File: src/dde_pkg.sv
// shared constants, types and state encodings of the drawdown event detector
package dde_pkg;

	localparam int PRICE_BITS  = 32;
	localparam int INDEX_BITS  = 40;
	localparam int TIME_BITS   = 64;
	localparam int THR_BITS    = 14;
	localparam int PROD_BITS   = PRICE_BITS + THR_BITS;
	localparam int CNT_BITS    = $clog2(THR_BITS);
	localparam int QUEUE_DEPTH = 2;
	localparam int QPTR_BITS   = $clog2(QUEUE_DEPTH);
	localparam int QCNT_BITS   = $clog2(QUEUE_DEPTH + 1);

	localparam logic [THR_BITS-1:0] BP_SCALE      = THR_BITS'(10000);
	localparam logic [THR_BITS-1:0] THR_RESET_VAL = THR_BITS'(200);

	typedef struct packed {
		logic [TIME_BITS-1:0]  peak_ts;
		logic [TIME_BITS-1:0]  trough_ts;
		logic [PRICE_BITS-1:0] peak_level;
		logic [PRICE_BITS-1:0] bottom_level;
		logic [PROD_BITS-1:0]  dividend;
		logic [INDEX_BITS-1:0] start_index;
		logic [INDEX_BITS-1:0] duration;
	} event_t;

	typedef enum logic [1:0] {
		FR_IDLE,
		FR_MUL,
		FR_UPD
	} fr_state_t;

	typedef enum logic [1:0] {
		BK_IDLE,
		BK_DIV,
		BK_OUT
	} bk_state_t;

endpackage

File: src/dde_front.sv
// front end: takes ticks, tracks peak and bottom, queues crash events
module dde_front import dde_pkg::*; (
	input  logic                  clk,
	input  logic                  arst_n,
	input  logic [THR_BITS-1:0]   thr,
	input  logic                  in_valid,
	output logic                  in_stall,
	input  logic [PRICE_BITS-1:0] tick_price,
	input  logic [TIME_BITS-1:0]  tick_time,
	input  logic                  is_last,
	output logic                  push,
	output event_t                push_ev,
	input  logic                  q_full
);

	fr_state_t fr_state_q, fr_state_d;

	logic [PRICE_BITS-1:0] peak_val_q;
	logic [TIME_BITS-1:0]  peak_ts_q;
	logic [INDEX_BITS-1:0] peak_idx_q;
	logic [PRICE_BITS-1:0] bot_val_q;
	logic [TIME_BITS-1:0]  bot_time_q;
	logic                  in_dd_q;
	logic [PROD_BITS-1:0]  prev_prod_q;
	logic                  prev_below_q;
	logic [INDEX_BITS-1:0] tick_idx_q;

	logic [PRICE_BITS-1:0] price_s1;
	logic [TIME_BITS-1:0]  time_s1;
	logic                  last_s1;

	logic [PRICE_BITS-1:0] price_s2;
	logic [TIME_BITS-1:0]  time_s2;
	logic                  last_s2;
	logic [INDEX_BITS-1:0] idx_s2;
	logic [PROD_BITS-1:0]  prod_s2;
	logic [PROD_BITS-1:0]  thrpk_s2;
	logic                  newpk_s2;
	logic                  below_s2;

	logic                  accept;
	logic                  go;
	logic                  ev_peak;
	logic                  ev_last;
	logic                  ex;
	logic                  dd_eff;
	logic [PRICE_BITS-1:0] nb_val;
	logic [TIME_BITS-1:0]  nb_time;
	logic [PRICE_BITS-1:0] diff;
	logic [PROD_BITS-1:0]  prod;
	logic [PROD_BITS-1:0]  thrpk;

	// product stage
	always_comb begin
		diff  = peak_val_q - price_s1;
		prod  = PROD_BITS'(diff) * PROD_BITS'(BP_SCALE);
		thrpk = PROD_BITS'(thr) * PROD_BITS'(peak_val_q);
	end

	// update stage classification
	always_comb begin
		ev_peak = newpk_s2 && in_dd_q && prev_below_q && (prev_prod_q > thrpk_s2);
		ex      = below_s2 && (prod_s2 > thrpk_s2);
		ev_last = last_s2 && ex;
		dd_eff  = in_dd_q && !newpk_s2;
		if (!dd_eff || (price_s2 < bot_val_q)) begin
			nb_val  = price_s2;
			nb_time = time_s2;
		end else begin
			nb_val  = bot_val_q;
			nb_time = bot_time_q;
		end
	end

	always_comb begin
		go       = (fr_state_q == FR_UPD) && !((ev_peak || ev_last) && q_full);
		in_stall = !((fr_state_q == FR_IDLE) || go);
		accept   = in_valid && !in_stall;
		push     = go && (ev_peak || ev_last);

		push_ev.peak_ts     = peak_ts_q;
		push_ev.peak_level  = peak_val_q;
		push_ev.start_index = peak_idx_q;
		push_ev.duration    = idx_s2 - peak_idx_q;
		if (ev_peak) begin
			push_ev.trough_ts    = bot_time_q;
			push_ev.bottom_level = bot_val_q;
			push_ev.dividend     = prev_prod_q;
		end else begin
			push_ev.trough_ts    = nb_time;
			push_ev.bottom_level = nb_val;
			push_ev.dividend     = prod_s2;
		end

		fr_state_d = fr_state_q;
		case (fr_state_q)
			FR_IDLE: begin
				if (accept) fr_state_d = FR_MUL;
			end
			FR_MUL: begin
				fr_state_d = FR_UPD;
			end
			FR_UPD: begin
				if (go) fr_state_d = accept ? FR_MUL : FR_IDLE;
			end
			default: begin
				fr_state_d = FR_IDLE;
			end
		endcase
	end

	always_ff @(posedge clk or negedge arst_n) begin
		if (!arst_n) begin
			fr_state_q <= FR_IDLE;
		end else begin
			fr_state_q <= fr_state_d;
		end
	end

	// stream state
	always_ff @(posedge clk or negedge arst_n) begin
		if (!arst_n) begin
			peak_val_q   <= '0;
			peak_ts_q    <= '0;
			peak_idx_q   <= '0;
			bot_val_q    <= '0;
			bot_time_q   <= '0;
			in_dd_q      <= 1'b0;
			prev_prod_q  <= '0;
			prev_below_q <= 1'b0;
			tick_idx_q   <= '0;
		end else if (go) begin
			if (last_s2) begin
				peak_val_q   <= '0;
				peak_ts_q    <= '0;
				peak_idx_q   <= '0;
				bot_val_q    <= '0;
				bot_time_q   <= '0;
				in_dd_q      <= 1'b0;
				prev_prod_q  <= '0;
				prev_below_q <= 1'b0;
				tick_idx_q   <= '0;
			end else begin
				if (newpk_s2) begin
					peak_val_q <= price_s2;
					peak_ts_q  <= time_s2;
					peak_idx_q <= idx_s2;
					bot_val_q  <= price_s2;
					in_dd_q    <= 1'b0;
				end
				if (ex && !dd_eff) begin
					in_dd_q    <= 1'b1;
					bot_val_q  <= price_s2;
					bot_time_q <= time_s2;
				end else if (dd_eff && (price_s2 < bot_val_q)) begin
					bot_val_q  <= price_s2;
					bot_time_q <= time_s2;
				end
				prev_prod_q  <= prod_s2;
				prev_below_q <= below_s2;
				tick_idx_q   <= idx_s2;
			end
		end
	end

	// pipeline payload
	always_ff @(posedge clk) begin
		if (accept) begin
			price_s1 <= tick_price;
			time_s1  <= tick_time;
			last_s1  <= is_last;
		end
		if (fr_state_q == FR_MUL) begin
			price_s2 <= price_s1;
			time_s2  <= time_s1;
			last_s2  <= last_s1;
			idx_s2   <= tick_idx_q + INDEX_BITS'(1);
			prod_s2  <= prod;
			thrpk_s2 <= thrpk;
			newpk_s2 <= price_s1 > peak_val_q;
			below_s2 <= price_s1 < peak_val_q;
		end
	end

endmodule

File: src/dde_queue.sv
// short event queue between front and back end
module dde_queue import dde_pkg::*; (
	input  logic   clk,
	input  logic   arst_n,
	input  logic   push,
	input  event_t push_ev,
	output logic   full,
	input  logic   pop,
	output event_t pop_ev,
	output logic   empty
);

	event_t                mem_q [QUEUE_DEPTH];
	logic [QPTR_BITS-1:0]  wr_ptr_q;
	logic [QPTR_BITS-1:0]  rd_ptr_q;
	logic [QCNT_BITS-1:0]  cnt_q;

	always_comb begin
		full   = cnt_q == QCNT_BITS'(QUEUE_DEPTH);
		empty  = cnt_q == '0;
		pop_ev = mem_q[rd_ptr_q];
	end

	always_ff @(posedge clk or negedge arst_n) begin
		if (!arst_n) begin
			wr_ptr_q <= '0;
			rd_ptr_q <= '0;
			cnt_q    <= '0;
		end else begin
			if (push) begin
				wr_ptr_q <= (wr_ptr_q == QPTR_BITS'(QUEUE_DEPTH - 1)) ? '0
					: wr_ptr_q + QPTR_BITS'(1);
			end
			if (pop) begin
				rd_ptr_q <= (rd_ptr_q == QPTR_BITS'(QUEUE_DEPTH - 1)) ? '0
					: rd_ptr_q + QPTR_BITS'(1);
			end
			if (push && !pop) begin
				cnt_q <= cnt_q + QCNT_BITS'(1);
			end else if (pop && !push) begin
				cnt_q <= cnt_q - QCNT_BITS'(1);
			end
		end
	end

	always_ff @(posedge clk) begin
		if (push) begin
			mem_q[wr_ptr_q] <= push_ev;
		end
	end

endmodule

File: src/dde_back.sv
// back end: bit-serial basis point divide and result output register
module dde_back import dde_pkg::*; (
	input  logic                  clk,
	input  logic                  arst_n,
	input  logic                  q_empty,
	input  event_t                pop_ev,
	output logic                  pop,
	output logic                  out_valid,
	input  logic                  out_stall,
	output logic [TIME_BITS-1:0]  peak_ts,
	output logic [TIME_BITS-1:0]  trough_ts,
	output logic [PRICE_BITS-1:0] peak_level,
	output logic [PRICE_BITS-1:0] bottom_level,
	output logic [THR_BITS-1:0]   drop_bp,
	output logic [INDEX_BITS-1:0] start_index,
	output logic [INDEX_BITS-1:0] span_ticks
);

	bk_state_t bk_state_q, bk_state_d;

	event_t                ev_q;
	logic [PRICE_BITS-1:0] rem_q;
	logic [THR_BITS-1:0]   lo_q;
	logic [THR_BITS-1:0]   quo_q;
	logic [CNT_BITS-1:0]   cnt_q;

	logic [PRICE_BITS:0]   ext;
	logic [PRICE_BITS:0]   trial;
	logic                  ge;
	logic                  step_done;

	always_comb begin
		ext       = {rem_q, lo_q[THR_BITS-1]};
		trial     = ext - {1'b0, ev_q.peak_level};
		ge        = !trial[PRICE_BITS];
		step_done = cnt_q == CNT_BITS'(THR_BITS - 1);

		pop       = (bk_state_q == BK_IDLE) && !q_empty;
		out_valid = bk_state_q == BK_OUT;

		bk_state_d = bk_state_q;
		case (bk_state_q)
			BK_IDLE: begin
				if (!q_empty) bk_state_d = BK_DIV;
			end
			BK_DIV: begin
				if (step_done) bk_state_d = BK_OUT;
			end
			BK_OUT: begin
				if (!out_stall) bk_state_d = BK_IDLE;
			end
			default: begin
				bk_state_d = BK_IDLE;
			end
		endcase
	end

	always_ff @(posedge clk or negedge arst_n) begin
		if (!arst_n) begin
			bk_state_q <= BK_IDLE;
			cnt_q      <= '0;
		end else begin
			bk_state_q <= bk_state_d;
			if (pop) begin
				cnt_q <= '0;
			end else if (bk_state_q == BK_DIV) begin
				cnt_q <= cnt_q + CNT_BITS'(1);
			end
		end
	end

	always_ff @(posedge clk) begin
		if (pop) begin
			ev_q  <= pop_ev;
			rem_q <= pop_ev.dividend[PROD_BITS-1:THR_BITS];
			lo_q  <= pop_ev.dividend[THR_BITS-1:0];
			quo_q <= '0;
		end else if (bk_state_q == BK_DIV) begin
			rem_q <= ge ? trial[PRICE_BITS-1:0] : ext[PRICE_BITS-1:0];
			lo_q  <= {lo_q[THR_BITS-2:0], 1'b0};
			quo_q <= {quo_q[THR_BITS-2:0], ge};
		end
	end

	always_comb begin
		peak_ts      = ev_q.peak_ts;
		trough_ts    = ev_q.trough_ts;
		peak_level   = ev_q.peak_level;
		bottom_level = ev_q.bottom_level;
		drop_bp      = quo_q;
		start_index  = ev_q.start_index;
		span_ticks   = ev_q.duration;
	end

endmodule

File: src/drawdown_event_detector.sv
// top level of the drawdown event detector
// a tick passes through the front end's product stage, then its state update stage;
// a new tick is taken only as the previous one leaves its state update, set by the peak dependency between ticks
// an event's drop is computed by the 14-step serial divider in the back end before the event leaves;
// events drain through a 2-deep queue, and the back end pops the next event only after the last one is output
// reset clears the stream state and loads the threshold with 200 basis points
module drawdown_event_detector import dde_pkg::*; (
	input  logic                  clk,
	input  logic                  arst_n,
	input  logic                  cfg_wr_en,
	input  logic [THR_BITS-1:0]   cfg_wr_data,
	input  logic                  in_valid,
	output logic                  in_stall,
	input  logic [PRICE_BITS-1:0] tick_price,
	input  logic [TIME_BITS-1:0]  tick_time,
	input  logic                  is_last,
	output logic                  out_valid,
	input  logic                  out_stall,
	output logic [TIME_BITS-1:0]  peak_ts,
	output logic [TIME_BITS-1:0]  trough_ts,
	output logic [PRICE_BITS-1:0] peak_level,
	output logic [PRICE_BITS-1:0] bottom_level,
	output logic [THR_BITS-1:0]   drop_bp,
	output logic [INDEX_BITS-1:0] start_index,
	output logic [INDEX_BITS-1:0] span_ticks
);

	logic [THR_BITS-1:0] thr_q;
	logic                push;
	event_t              push_ev;
	logic                q_full;
	logic                pop;
	event_t              pop_ev;
	logic                q_empty;

	always_ff @(posedge clk or negedge arst_n) begin
		if (!arst_n) begin
			thr_q <= THR_RESET_VAL;
		end else if (cfg_wr_en) begin
			thr_q <= cfg_wr_data;
		end
	end

	dde_front u_front (
		.clk        (clk),
		.arst_n     (arst_n),
		.thr        (thr_q),
		.in_valid   (in_valid),
		.in_stall   (in_stall),
		.tick_price (tick_price),
		.tick_time  (tick_time),
		.is_last    (is_last),
		.push       (push),
		.push_ev    (push_ev),
		.q_full     (q_full)
	);

	dde_queue u_queue (
		.clk     (clk),
		.arst_n  (arst_n),
		.push    (push),
		.push_ev (push_ev),
		.full    (q_full),
		.pop     (pop),
		.pop_ev  (pop_ev),
		.empty   (q_empty)
	);

	dde_back u_back (
		.clk          (clk),
		.arst_n       (arst_n),
		.q_empty      (q_empty),
		.pop_ev       (pop_ev),
		.pop          (pop),
		.out_valid    (out_valid),
		.out_stall    (out_stall),
		.peak_ts      (peak_ts),
		.trough_ts    (trough_ts),
		.peak_level   (peak_level),
		.bottom_level (bottom_level),
		.drop_bp      (drop_bp),
		.start_index  (start_index),
		.span_ticks   (span_ticks)
	);

endmodule
File: config.mk
export PLATFORM = sky130hd
export DESIGN_NAME = drawdown_event_detector
export DESIGN_NICKNAME = d
export VERILOG_FILES = /design/src/dde_pkg.sv /design/src/dde_front.sv /design/src/dde_queue.sv /design/src/dde_back.sv /design/src/drawdown_event_detector.sv
export SDC_FILE = /design/constraint.sdc
export NUM_CORES = 2
export LEC_CHECK = 0
export BUFFER_PORTS_ARGS = -buffer_cell sky130_fd_sc_hd__buf_4
export CORE_UTILIZATION = 50
export CTS_BUF_LIST = sky130_fd_sc_hd__clkbuf_4 sky130_fd_sc_hd__clkbuf_8
export DETAILED_ROUTE_END_ITERATION = 7
export GPL_TIMING_DRIVEN = 1
export PLACE_DENSITY = 0.72
export SYNTH_ARGS = -nofsm -noshare
export SYNTH_HDL_FRONTEND = slang
export SYNTH_SLANG_ARGS = --single-unit
File: constraint.sdc
create_clock -name clk -period 42.2 [get_ports clk]
set_input_delay 4.22 -clock clk [delete_from_list [all_inputs] [get_ports clk]]
set_output_delay 4.22 -clock clk [all_outputs]
set_load 0.005 [all_outputs]
==> metrics.cfg <==
[logic_synthesis]
synth_edf_count=1266
yosysUniqueCellTypes=88
syn_area_per_cell_um2=12.96
synthFlopType=edfxtp_1
yosysTopAreaCell=edfxtp_1
synthArstFlopShare=0.2109
yosysTopAreaCellShare=0.4375
synthTopCellsByCount=edfxtp_1, inv_1, nand2_1, ha_1, fa_1
synth_seq_cells=1622
synth_cells=6704
synth_most_common_cell=edfxtp_1
syn_area_um2=86900
syn-num-nets=7713
ys_top_cells_by_area=edfxtp_1, fa_1, dfrtp_1
synth.yosys.seq_area_share=0.5392
yosys_warnings=0

[layout]
fillers=13800
fin_nets=8194
area_growth_pct=12.88
drive_gt1_frac=0.1888
fin_area_um2=98090

[sta]
fin_skew_ns=0.09609
tns_ns=0
slew_headroom=0.1844
setup_viol=0
whs_ns=0.3794
fmax_ghz=0.1136
grt_setup_unrepaired=false
hold_viol=0
worst_slew_pin_slew_ns=1.223
maxSlewViolCount=0
period_needed_ns=8.804
fin_crit_sh=0.2086

[routing]
drtIter0Drc=4161
avgRoutedWirePerCell_um=21.47
drtPass1Iterations=5
drc_errors=0
ant_nets=0
vias=54030
wirelength_um=208500
vias_per_cell=5.562

[grt]
grt-ovfl-total=0
first_global_vias=55590
antenna_found_initial=3
track_usage=0.2383
grt_pass1_wl_um=319800
grt_max_degree=178

[clocking]
clkTransAtPathRegs_ns=0.06
numClockSinks=1622
cts.hold.buffers_added=0
cts_tree=built
cts_resized=0
cts_max_level=5
postCtsSetupBuffers=0
cts_buffer_depth=4
clk_latency_ns=1.06
clockRootBuffer=clkbuf_8
cts_made_buffers=290

[placement]
routabilityCongestion=0.9239
placed_area_um2=92330
hpwl_um=143600
port_buffers=403

[floorplan]
fp.dieArea_um2=175500
rows=152
die_y_um=418.9
num_io_pins=404
die_w_um=418.9
core_um2=172100
start_util=0.5049

[setup_path]
cp-start-kind=register
worstSetupEndpointType=primary output
critPathMaxFanout=4
worstSetupPathType=register to primary output
cp.required_ns=37.98
critPathArrivalTime_ns=4.58

[flow_run]
maxCapViolCount=0

[run_status]
outcome=complete, no violations

[hold_path]
hp-class=register to register

area by class of cell:
type,instances,area (um^2),share of cell area
Antenna cell,5,12.51,0.0001276
Clock buffer,417,5064,0.05162
Clock inverter,88,690.7,0.007041
Inverter,778,2928,0.02985
Multi-Input combinational cell,4016,36000,0.3670
Sequential cell,1622,46860,0.4777
Tap cell,2310,2890,0.02946
Timing Repair Buffer,477,3651,0.03722
state kept, by name, summed over array words and instances, names as in the netlist, 46 cells and up:
register and cells:
u_queue.mem_q 628, u_back.peak_ts 64, u_back.trough_ts 64, u_front.bot_time_q 64
u_front.peak_ts_q 64, u_front.time_s1 64, u_front.time_s2 64, u_front.thrpk_s2 46
worst max-delay path: stages, from the launching register on:
cell	delay, ns
edfxtp_1	0.51
ha_1	0.35
nand4_1	0.11
nor2_1	0.30
o21ai_0	0.14
o2111ai_1	0.27
a31oi_1	0.23
a31oi_1	0.85
a22oi_4	0.25
nor2_1	0.22
a21o_1	0.22
buf_4	0.14
through the flow:
stage | utilization | cells | setup WS, ns
floorplan | - | 6704 | 17.62
global placement | 0.5364 | 9203 | 33.56
detailed placement | 0.5364 | 9203 | 33.52
CTS | 0.5699 | 9708 | 33.32
global route | 0.5699 | 9711 | 32.90
finish | 0.5699 | 9713 | 33.40
worst paths after layout:
| check | slack, ns | cells after the start | from | to |
|---|---|---|---|---|
| max | 33.40 | 11 | u_front.prod_s2[12] | in_stall |
| min | 0.38 | 0 | u_front.time_s1[15] | u_front.time_s2[15] |
| max reg2reg | 33.41 | 30 | u_front.peak_val_q[0] | u_front.prod_s2[45] |
| min reg2reg | 0.38 | 0 | u_front.time_s1[15] | u_front.time_s2[15] |
| max in group asynchronous | 36.91 | 3 | arst_n | u_front.bot_time_q[9] |
| min in group asynchronous | 3.20 | 1 | arst_n | u_front.peak_ts_q[61] |
cells in the final DEF, fill, tap and decap left out, drive strengths merged, types with 49 or more instances in the layout:
master,instances
fa,434
xnor2,147
clkinv,64
a21o,156
nand3,49
dfrtp,339
nor2b,117
buf,477
o21ai,290
edfxtp,1266
clkbuf,417
a221o,69
ha,459
mux2i,68
a21oi,188
nand2b,110
a22o,122
nand2,551
nand4,49
inv,780
nor4b,65
xor2,71
mux2,407
and2,163
nor2,116
per-layer routing:
layer / GRT usage / routed length [um]
met2: 0.3971 / 102700
met3: 0.03991 / 10780
met4: 0.1107 / 9044
met1: 0.3041 / 86020
met5: 0 / 0
logic make-up after synthesis:
| logic type | synth area share |
|---|---|
| compound gates | 0.08541 |
| mux | 0.06057 |
| fa+ha+maj | 0.1661 |
| xor+xnor | 0.02197 |
| buf+inv | 0.04740 |
| flops | 0.5392 |
| simple gates | 0.07935 |
Power is left out: the tool's default activity adds up to more than one toggle a clock period on the data nets, which glitch-free logic cannot reach.
